$ cat src/design/assert_macros.svh
// Assertion macros shared by the display driver modules.
`ifndef ASSERT_MACROS_SVH
`define ASSERT_MACROS_SVH

// A property that must hold at every clock edge outside reset.
`define SSD_ASSERT(label, prop, msg) \
    label: assert property (@(posedge clk) disable iff (!rst_n) prop) else $error(msg);

// A condition that must never be seen outside reset.
`define SSD_ASSERT_NEVER(label, cond, msg) \
    label: assert property (@(posedge clk) disable iff (!rst_n) !(cond)) else $error(msg);

`endif

$ cat src/design/ssd_pkg.sv
// Types, codes and constants of the seven-segment decimal display driver.
package ssd_pkg;

    localparam int NUM_DIGITS_DEF   = 4;
    localparam int SHOWN_DIGITS_DEF = 3;

    localparam int POS_W   = 3;
    localparam int VALUE_W = 16;
    localparam int DIGIT_W = 4;
    localparam int FIXED_W = 24;

    localparam logic [1:0] CMD_SET_INT   = 2'd0;
    localparam logic [1:0] CMD_SET_FIXED = 2'd1;
    localparam logic [1:0] CMD_SET_AUTO  = 2'd2;
    localparam logic [1:0] CMD_TICK      = 2'd3;

    localparam logic [1:0] PLACES_ZERO      = 2'd0;
    localparam logic [1:0] PLACES_ONE       = 2'd1;
    localparam logic [1:0] PLACES_TWO       = 2'd2;
    localparam logic [1:0] PLACES_DOTS_ONLY = 2'd3;

    localparam logic [FIXED_W-1:0] AUTO_TEN_Q     = 24'd2560;
    localparam logic [FIXED_W-1:0] AUTO_HUNDRED_Q = 24'd25600;
    localparam logic [VALUE_W-1:0] SAT_MAX        = 16'hFFFF;

    // Reciprocal of ten: (v * DIV10_MUL) >> DIV10_SHIFT is exact for 16-bit v.
    localparam logic [VALUE_W-1:0] DIV10_MUL   = 16'hCCCD;
    localparam int                 DIV10_SHIFT = 19;

    // One word as it travels along the row of digit cells.
    typedef struct packed {
        logic                valid;
        logic                is_tick;
        logic                wr_digits;
        logic                dot_en;
        logic [POS_W-1:0]    dot_pos;
        logic [VALUE_W-1:0]  value;
        logic [POS_W-1:0]    pos;
        logic [DIGIT_W-1:0]  digit;
        logic                dot;
    } word_t;

endpackage

$ cat src/design/ssd_front.sv
// Entry stage: scaling, saturation, place selection and the refresh counter.
module ssd_front #(
    parameter int SHOWN_DIGITS = ssd_pkg::SHOWN_DIGITS_DEF
) (
    input  logic                          clk,
    input  logic                          rst_n,
    input  logic                          en,
    input  logic                          cmd_valid,
    input  logic [1:0]                    command,
    input  logic [ssd_pkg::VALUE_W-1:0]   int_value,
    input  logic [ssd_pkg::FIXED_W-1:0]   fixed_value,
    input  logic [1:0]                    places,
    output ssd_pkg::word_t                head
);

    localparam logic [ssd_pkg::POS_W-1:0] LAST_POS = ssd_pkg::POS_W'(SHOWN_DIGITS - 1);

    logic [ssd_pkg::POS_W-1:0] idx_reg, idx_next;
    ssd_pkg::word_t            head_reg, head_next;
    logic [1:0]                places_eff;
    logic [6:0]                scale;
    logic [30:0]               scaled;
    logic [22:0]               floored;
    logic [ssd_pkg::VALUE_W-1:0] sat_value;
    logic                      is_fixed;
    logic                      accept;
    logic                      tick_taken;

    assign accept     = cmd_valid && en;
    assign tick_taken = accept && (command == ssd_pkg::CMD_TICK);

    always_comb
    begin
        if (fixed_value < ssd_pkg::AUTO_TEN_Q)
            places_eff = ssd_pkg::PLACES_TWO;
        else if (fixed_value < ssd_pkg::AUTO_HUNDRED_Q)
            places_eff = ssd_pkg::PLACES_ONE;
        else
            places_eff = ssd_pkg::PLACES_ZERO;
        if (command == ssd_pkg::CMD_SET_FIXED)
            places_eff = places;
    end

    always_comb
    begin
        case (places_eff)
            ssd_pkg::PLACES_ONE: scale = 7'd10;
            ssd_pkg::PLACES_TWO: scale = 7'd100;
            default:             scale = 7'd1;
        endcase
    end

    // Q16.8 times the scale, then floor by dropping the eight fraction bits.
    assign scaled    = 31'(fixed_value) * 31'(scale);
    assign floored   = scaled[30:8];
    assign sat_value = (|floored[22:16]) ? ssd_pkg::SAT_MAX : floored[15:0];
    assign is_fixed  = (command == ssd_pkg::CMD_SET_FIXED) || (command == ssd_pkg::CMD_SET_AUTO);

    always_comb
    begin
        idx_next = idx_reg;
        if (tick_taken)
        begin
            if (idx_reg == LAST_POS)
                idx_next = '0;
            else
                idx_next = idx_reg + 1'b1;
        end
    end

    always_comb
    begin
        head_next           = head_reg;
        head_next.valid     = accept;
        head_next.is_tick   = (command == ssd_pkg::CMD_TICK);
        head_next.wr_digits = (command == ssd_pkg::CMD_SET_INT)
                              || (is_fixed && places_eff != ssd_pkg::PLACES_DOTS_ONLY);
        head_next.dot_en    = is_fixed && (places_eff == ssd_pkg::PLACES_ONE
                                           || places_eff == ssd_pkg::PLACES_TWO);
        head_next.dot_pos   = ssd_pkg::POS_W'(places_eff);
        head_next.value     = (command == ssd_pkg::CMD_SET_INT) ? int_value : sat_value;
        head_next.pos       = idx_next;
        head_next.digit     = '0;
        head_next.dot       = 1'b0;
    end

    always_ff @(posedge clk or negedge rst_n)
    begin
        if (!rst_n)
        begin
            idx_reg  <= '0;
            head_reg <= '0;
        end
        else if (en)
        begin
            idx_reg  <= idx_next;
            head_reg <= head_next;
        end
    end

    assign head = head_reg;

    `include "assert_macros.svh"

    `SSD_ASSERT(a_idx_range, idx_reg <= LAST_POS, "refresh counter left its range")
    `SSD_ASSERT(a_idx_hold, !tick_taken |=> $stable(idx_reg), "counter moved without a tick")

endmodule

$ cat src/design/ssd_cell.sv
// One digit cell: holds a digit and its dot, peels off one decimal digit per word.
module ssd_cell #(
    parameter int CELL_INDEX = 0
) (
    input  logic           clk,
    input  logic           rst_n,
    input  logic           en,
    input  ssd_pkg::word_t prev,
    output ssd_pkg::word_t next
);

    localparam logic [ssd_pkg::POS_W-1:0] MY_POS = ssd_pkg::POS_W'(CELL_INDEX);

    logic [ssd_pkg::DIGIT_W-1:0] digit_reg, digit_next;
    logic                        dot_reg, dot_next;
    ssd_pkg::word_t              word_reg, word_next;
    logic [31:0]                 prod;
    logic [ssd_pkg::VALUE_W-1:0] quot;
    logic [ssd_pkg::VALUE_W-1:0] rem_wide;

    // Divide by ten with the reciprocal; times ten is two shifts and an add.
    assign prod     = 32'(prev.value) * 32'(ssd_pkg::DIV10_MUL);
    assign quot     = ssd_pkg::VALUE_W'(prod[31:ssd_pkg::DIV10_SHIFT]);
    assign rem_wide = prev.value - ((quot << 3) + (quot << 1));

    always_comb
    begin
        digit_next = digit_reg;
        dot_next   = dot_reg;
        word_next  = prev;
        if (prev.valid && !prev.is_tick)
        begin
            if (prev.wr_digits)
                digit_next = rem_wide[ssd_pkg::DIGIT_W-1:0];
            dot_next        = prev.dot_en && (prev.dot_pos == MY_POS);
            word_next.value = quot;
        end
        if (prev.valid && prev.is_tick && prev.pos == MY_POS)
        begin
            word_next.digit = digit_reg;
            word_next.dot   = dot_reg;
        end
    end

    always_ff @(posedge clk or negedge rst_n)
    begin
        if (!rst_n)
        begin
            digit_reg <= '0;
            dot_reg   <= 1'b0;
            word_reg  <= '0;
        end
        else if (en)
        begin
            digit_reg <= digit_next;
            dot_reg   <= dot_next;
            word_reg  <= word_next;
        end
    end

    assign next = word_reg;

    `include "assert_macros.svh"

    `SSD_ASSERT_NEVER(a_digit_decimal, digit_reg > 4'd9, "stored digit is not decimal")

endmodule

$ cat src/design/seven_segment_decimal_display.sv
// Top level of the seven-segment decimal display driver.
//
//   Channel   Handshake               Fields
//   command   cmd_valid / cmd_stall   command, int_value, fixed_value, places
//   display   disp_valid / disp_stall digit_position, digit_value, dot_on
//
// One word is taken per cycle while cmd_stall is low. A word runs through the entry stage,
// then one cell per stored digit and then the output register, which presents a tick's result.
// Set words and ticks pass each cell in order, so a tick sees every earlier set.
// While the output register holds a result that is stalled, the whole row stands still
// and cmd_stall is high. Reset clears all digits, dots and the refresh counter at once.
module seven_segment_decimal_display #(
    parameter int NUM_DIGITS   = ssd_pkg::NUM_DIGITS_DEF,
    parameter int SHOWN_DIGITS = ssd_pkg::SHOWN_DIGITS_DEF
) (
    input  logic                          clk,
    input  logic                          rst_n,
    input  logic                          cmd_valid,
    output logic                          cmd_stall,
    input  logic [1:0]                    command,
    input  logic [ssd_pkg::VALUE_W-1:0]   int_value,
    input  logic [ssd_pkg::FIXED_W-1:0]   fixed_value,
    input  logic [1:0]                    places,
    output logic                          disp_valid,
    input  logic                          disp_stall,
    output logic [1:0]                    digit_position,
    output logic [ssd_pkg::DIGIT_W-1:0]   digit_value,
    output logic                          dot_on
);

    ssd_pkg::word_t chain [0:NUM_DIGITS];
    ssd_pkg::word_t tail;
    logic           en;
    logic           out_valid_reg, out_valid_next;
    logic [1:0]     pos_reg;
    logic [ssd_pkg::DIGIT_W-1:0] digit_reg;
    logic           dot_reg;
    logic           dot_place_ok;
    logic           stalled;
    logic [ssd_pkg::DIGIT_W+2:0] disp_word;

    assign en        = !out_valid_reg || !disp_stall;
    assign cmd_stall = !en;

    ssd_front #(
        .SHOWN_DIGITS (SHOWN_DIGITS)
    ) u_front (
        .clk         (clk),
        .rst_n       (rst_n),
        .en          (en),
        .cmd_valid   (cmd_valid),
        .command     (command),
        .int_value   (int_value),
        .fixed_value (fixed_value),
        .places      (places),
        .head        (chain[0])
    );

    for (genvar k = 0; k < NUM_DIGITS; k++)
    begin : g_cell
        ssd_cell #(
            .CELL_INDEX (k)
        ) u_cell (
            .clk   (clk),
            .rst_n (rst_n),
            .en    (en),
            .prev  (chain[k]),
            .next  (chain[k+1])
        );
    end

    assign tail           = chain[NUM_DIGITS];
    assign out_valid_next = tail.valid && tail.is_tick;

    always_ff @(posedge clk or negedge rst_n)
    begin
        if (!rst_n)
        begin
            out_valid_reg <= 1'b0;
        end
        else if (en)
        begin
            out_valid_reg <= out_valid_next;
        end
    end

    always_ff @(posedge clk)
    begin
        if (en && out_valid_next)
        begin
            pos_reg   <= tail.pos[1:0];
            digit_reg <= tail.digit;
            dot_reg   <= tail.dot;
        end
    end

    assign disp_valid     = out_valid_reg;
    assign digit_position = pos_reg;
    assign digit_value    = digit_reg;
    assign dot_on         = dot_reg;

    assign dot_place_ok = (digit_position == 2'd1) || (digit_position == 2'd2);
    assign stalled      = disp_valid && disp_stall;
    assign disp_word    = {digit_position, digit_value, dot_on};

    `include "assert_macros.svh"

    `SSD_ASSERT_NEVER(a_out_digit, disp_valid && digit_value > 4'd9, "shown digit is not decimal")
    `SSD_ASSERT(a_dot_place, disp_valid && dot_on |-> dot_place_ok, "dot lit at a wrong place")
    `SSD_ASSERT(a_freeze, stalled |=> disp_valid && $stable(disp_word), "stalled word changed")

endmodule

$ cat config.mk
export PLATFORM = sky130hd
export DESIGN_NAME = seven_segment_decimal_display
export DESIGN_NICKNAME = d
export VERILOG_FILES = /design/src/design/ssd_pkg.sv /design/src/design/ssd_front.sv /design/src/design/ssd_cell.sv /design/src/design/seven_segment_decimal_display.sv
export VERILOG_INCLUDE_DIRS = /design/src /design/src/design
export SDC_FILE = /design/constraint.sdc
export NUM_CORES = 2
export LEC_CHECK = 0
export BUFFER_PORTS_ARGS = -buffer_cell sky130_fd_sc_hd__buf_2
export CAP_MARGIN = 40
export CORE_ASPECT_RATIO = 0.75
export CORE_UTILIZATION = 38
export CTS_CLUSTER_DIAMETER = 60
export DETAILED_ROUTE_END_ITERATION = 8
export PLACE_DENSITY = 0.64
export SYNTH_ARGS = -nofsm -noshare
export SYNTH_HDL_FRONTEND = slang
export SYNTH_SLANG_ARGS = --single-unit
$ cat constraint.sdc
create_clock -name clk -period 5.37 [get_ports clk]
set_input_delay 0.8055 -clock clk [delete_from_list [all_inputs] [get_ports clk]]
set_output_delay 0.8055 -clock clk [all_outputs]
set_load 0.03 [all_outputs]
# Yosys cells after proc, flatten, opt, wreduce, memory -nomap -nowiden
# Cells that the tools add are included.
[totals]
ff_bits = 152
in_bits = 48
word_cells = 140
output_inout_bits = 9
[op_classes]
n_mux = 14
add_sub_neg = 9
n_mul = 5
n_eq_ne = 13
n_reduce_logical = 46
magnitude_cmp = 2
[ops]
columns = ["cell", "count"]
rows = [
  ["multiplier 16 x 16 -> 32 bit, second input constant", 3],
  ["two-way mux 16 bit", 5],
  ["multiplier 24 x 7 -> 31 bit", 1],
  ["< comparator 24 x 12 -> 1 bit, second input constant", 1],
  ["< comparator 24 x 15 -> 1 bit, second input constant", 1],
  ["logical AND 1 bit", 22],
  ["multiplier 16 x 16 -> 22 bit, second input constant", 1],
  ["two-way mux 5 bit", 4],
  ["adder 4 bit", 4],
  ["subtractor 4 bit", 4],
  ["one-hot mux 7 bit (2 select lines)", 1],
  ["AND reduction 3 bit", 4],
  ["== test 2 bit, second input constant", 5],
  ["AND reduction 2 bit", 5],
  ["== test 3 x 2 -> 1 bit, second input constant", 3],
  ["zero test 1 bit", 7],
  ["OR reduction 7 bit", 1],
  ["== test 2 x 1 -> 1 bit, second input constant", 3],
  ["zero test 3 bit", 2],
  ["logical OR 1 bit", 4],
  ["two-way mux 2 bit", 2],
  ["adder 3 x 1 -> 3 bit, second input constant", 1],
  ["== test 3 x 1 -> 1 bit, second input constant", 1],
  ["two-way mux 3 bit", 1],
  ["other kinds (3)", 3],
]

# Logic depth before layout (Yosys ltp)
[depth]
word_depth = 10
mapped_depth = 31
depth_no_buf = 29

# Modules after synthesis
# A second synthesis with hierarchy kept.
[unflattened]
cells_unflattened = 3235
area_unflattened_um2 = 31059.8
[by_module_without_submodules]
columns = ["mod", "cells_per_inst", "area_each_um2", "instances", "seq_area_each_um2"]
rows = [
  ["ssd_cell at g_cell[0].u_cell", 652, 6362.4, 1, 900.9],
  ["ssd_cell at g_cell[1].u_cell", 651, 6362.4, 1, 900.9],
  ["ssd_cell at g_cell[2].u_cell", 634, 6130.9, 1, 900.9],
  ["ssd_front", 703, 5988.2, 1, 625.6],
  ["ssd_cell at g_cell[3].u_cell", 582, 5960.7, 1, 900.9],
  ["seven_segment_decimal_display", 13, 255.2, 1, 235.2],
]

# Worst setup path after synthesis
# No wires, ideal clock.
[synth_path]
kind = "input port to flip-flop"
from = "in command[1]"
to = "reg u_front.head_reg, in the netlist u_front.head[17]"
path_buffers = 2
setup_time_ps = 123
arrival_time_ps = 6866
path_slack_ps = -1619
required_time_ps = 5247
stages = 29
path_cell_list = "inv_1 ha_1 nor2_1 nand3_1 nor3_1 a22oi_1 inv_1 ha_1 clkbuf_1 nand2_1 fa_1 inv_1 fa_1 fa_1 inv_1 fa_1 inv_1 ha_1 o21ai_1 o21bai_1 a2111oi_4 a311o_1 o211ai_2 a21o_1 or3_1 a21oi_2 nand4_4 buf_6 o221a_1"
[synth_rtl]
columns = ["item", "line_no", "source"]
rows = [
  ["start, declared", "seven_segment_decimal_display.sv:20", "input logic [1:0] command,"],
  ["end signal, assigned", "ssd_front.sv:97", "head_reg <= head_next;"],
  ["end, declared", "ssd_front.sv:19", "ssd_pkg::word_t head_reg, head_next;"],
]

==> impl_metrics.ini <==
[finish]
syn2layout_area_growth_pct = 26.8
largest_reg_flops = 99
final_nets = 4337
num_antenna_cells = 0
drive_above_1_share_pct = 24.4
fin_cells = 4292
multi_input_area_mm2 = 0.0218
ff_latch_area_mm2 = 0.00386
layout_commonest_cell = inv_1
most-common-layout-cells = 740 x inv_1, 502 x ha_1, 438 x buf_4
utilization_pct = 48.8
num-fill-cells = 6372

[routing]
wl_um = 70200
first_pass_iters = 7
routed.top_layer = met5
wl_met1_um = 35700
wl_met2_um = 29300
drtAntennaViolNets = 0
dr_total_vias = 20300
drt_iter0_markers = 1036
met3_length_um = 4580
via_per_inst = 4.73
wl_per_cell_um = 16.4
drc = 0

[global_route]
overflow = 0
grtUsageTotal_pct = 20.0
grt_start_max_net_pins = 85
antenna_found_initial = 4
first_global_vias = 21300
grt_first_pass_wirelength_um = 113000

[sta]
finalCritPeriodShare_pct = 117
max_freq_mhz = 159
worst_pin_slew_ns = 0.867
grt_setup_unrepaired = yes
setup_violations = 56
fin_crit_ns = 6.29
skew_ns = 0.0127
setup_slack_ns = -0.921
maxSlewHeadroom_pct = 42.2
hold_viol = 0
drv_slew = 0
finalSetupTns_ns = -23.68

[floorplanning]
die-area_mm2 = 0.0723
start_util_pct = 38.5
die_w_um = 310
coreArea_mm2 = 0.0703
core.rowCount = 84
ioPinCount = 57
die_h_um = 233

[critical_path]
path_class = input pin to register
crit_family = adder cells
worst_path_max_delay_cell = fa_1
worst_setup_path_end_kind = register
crit_buf_inv = 7
crit_top_cell = fa_1
max_stage_delay_ns = 0.54
cp.required_ns = 5.70
critPathLaunchType = input pin
worstPathArrival_ns = 6.62
crit_path_max_fanout = 8

[placement]
post-place-ws_ns = -1.62
dp_hpwl_um = 59100
place.gp.congestion = 0.949
dp_cells = 4210
place.port_buffers = 56

[clock_network]
clkTransAtPathRegs_ns = 0.07
cts_root_buffer = clkbuf_16
h-tree-depth = 4
clock_sinks = 152
clockBufferDepth = 2
cts_buffers = 17
hold_buffers = 0
cts_tree = built
insertion_delay_ns = 0.45

[yosys]
syn-num-nets = 3837
synth_area_per_cell_um2 = 9.55
synthArstFlopShare_pct = 95.4
yosys_warnings = 0
ys_ff_latch = 152
syn_inst = 2833
synthesis.area_mm2 = 0.0271
synth_edf_count = 7
yosysSeqAreaShare_pct = 14.2
synth_cell_types = 63
ys.flop_type = dfrtp_1

[run_status]
outcome = finished with violations
violations = negative setup slack

[worst_hold_path]
hp-class = input pin to asynchronous set/reset pin

[run]
drv_cap = 0
-- routing by layer --
layer,up-vias,GRT usage (%)
li1,9943,-
met1,9874,30.9
met2,437,29.3
met3,60,4.01
met4,6,2.51
met5,-,0
-- through the flow --
stage / instance area (um2) / hold WS (ns)
3_3_place_gp: 31900 / 0.433
4_1_cts: 33700 / 0.434
3_5_place_dp: 31900 / 0.436
5_1_grt: 34300 / 0.462
6_report: 34300 / 0.392
2_1_floorplan: 27500 / 0.425
-- logic make-up after synthesis --
| logic type | count (synthesis) | synth area share (%) |
|---|---|---|
| buffers and inverters | 802 | 11.1 |
| AND/OR/NAND/NOR | 493 | 8.26 |
| multiplexers | 22 | 0.818 |
| AO/OA/AOI/OAI | 319 | 7.65 |
| flip-flops | 152 | 14.2 |
| adder cells (fa/ha/maj) | 956 | 55.0 |
| XOR/XNOR | 89 | 2.93 |
-- worst register-to-register path, delay by kind of cell (launching register included) --
kind	cells	cell delay [ns]
adder cells (fa/ha/maj)	8	3.44
AND/OR/NAND/NOR	4	0.24
AO/OA/AOI/OAI	4	0.66
XOR/XNOR	3	0.51
buffers and inverters	5	0.54
flip-flops	1	0.46
-- area by class of cell --
type / count / share of cell area, %
multi-input combinational: 1880 / 63.5
timing repair buffer: 524 / 11.6
sequential: 152 / 11.3
inverter: 758 / 8.31
tap: 946 / 3.45
clock buffer: 17 / 1.24
clock inverter: 15 / 0.660
-- synthesized netlist by cell type (all sizes together) (13+ instances only) --
library cell | number | area, um2
inv | 758 | 2850
fa | 390 | 7810
mux2i | 21 | 210
ha | 566 | 7080
nor2 | 78 | 293
o21ai | 90 | 450
nand3 | 26 | 130
a21o | 19 | 143
nand3b | 21 | 158
xnor2 | 57 | 499
a21oi | 91 | 459
clkbuf | 38 | 143
nand2 | 265 | 995
a211oi | 14 | 110
nor3 | 16 | 80.1
dfrtp | 145 | 3630
nand4 | 13 | 96.3
a31oi | 14 | 87.6
and2 | 33 | 206
xor2 | 31 | 272
o221a | 16 | 180
-- final timing paths --
kind | from | endpoint | slack (ns) | cells past startpoint
worst max-delay path | fixed_value[12] | u_front.head[8]$_DFFE_PN0N_ | -0.92 | 27
min in group clk | g_cell[3].u_cell.next[5]$_DFFE_PN0N_ | digit_position[0]$_DFFE_PP_ | 0.45 | 0
worst max register to register | g_cell[1].u_cell.next[10]$_DFFE_PN0N_ | g_cell[2].u_cell.digit_reg[3]$_DFFE_PN0P_ | -0.59 | 24
max in group asynchronous | rst_n | u_front.head[20]$_DFFE_PN0N_ | 3.89 | 2
worst min register to register | g_cell[3].u_cell.next[5]$_DFFE_PN0N_ | digit_position[0]$_DFFE_PP_ | 0.45 | 0
worst min-delay path | rst_n | g_cell[0].u_cell.next[22]$_DFFE_PN0N_ | 0.39 | 1
-- timing repair --
action / CTS / global route
pin swaps: 104 / 102
endpoints found under the setup margin: 61 / 67
setup buffers: 42 / 19
resized for setup: 164 / 117
gates cloned: 2 / 0
Power is left out: the tool's default activity adds up to more than one toggle a clock period on the data nets, which glitch-free logic cannot reach.
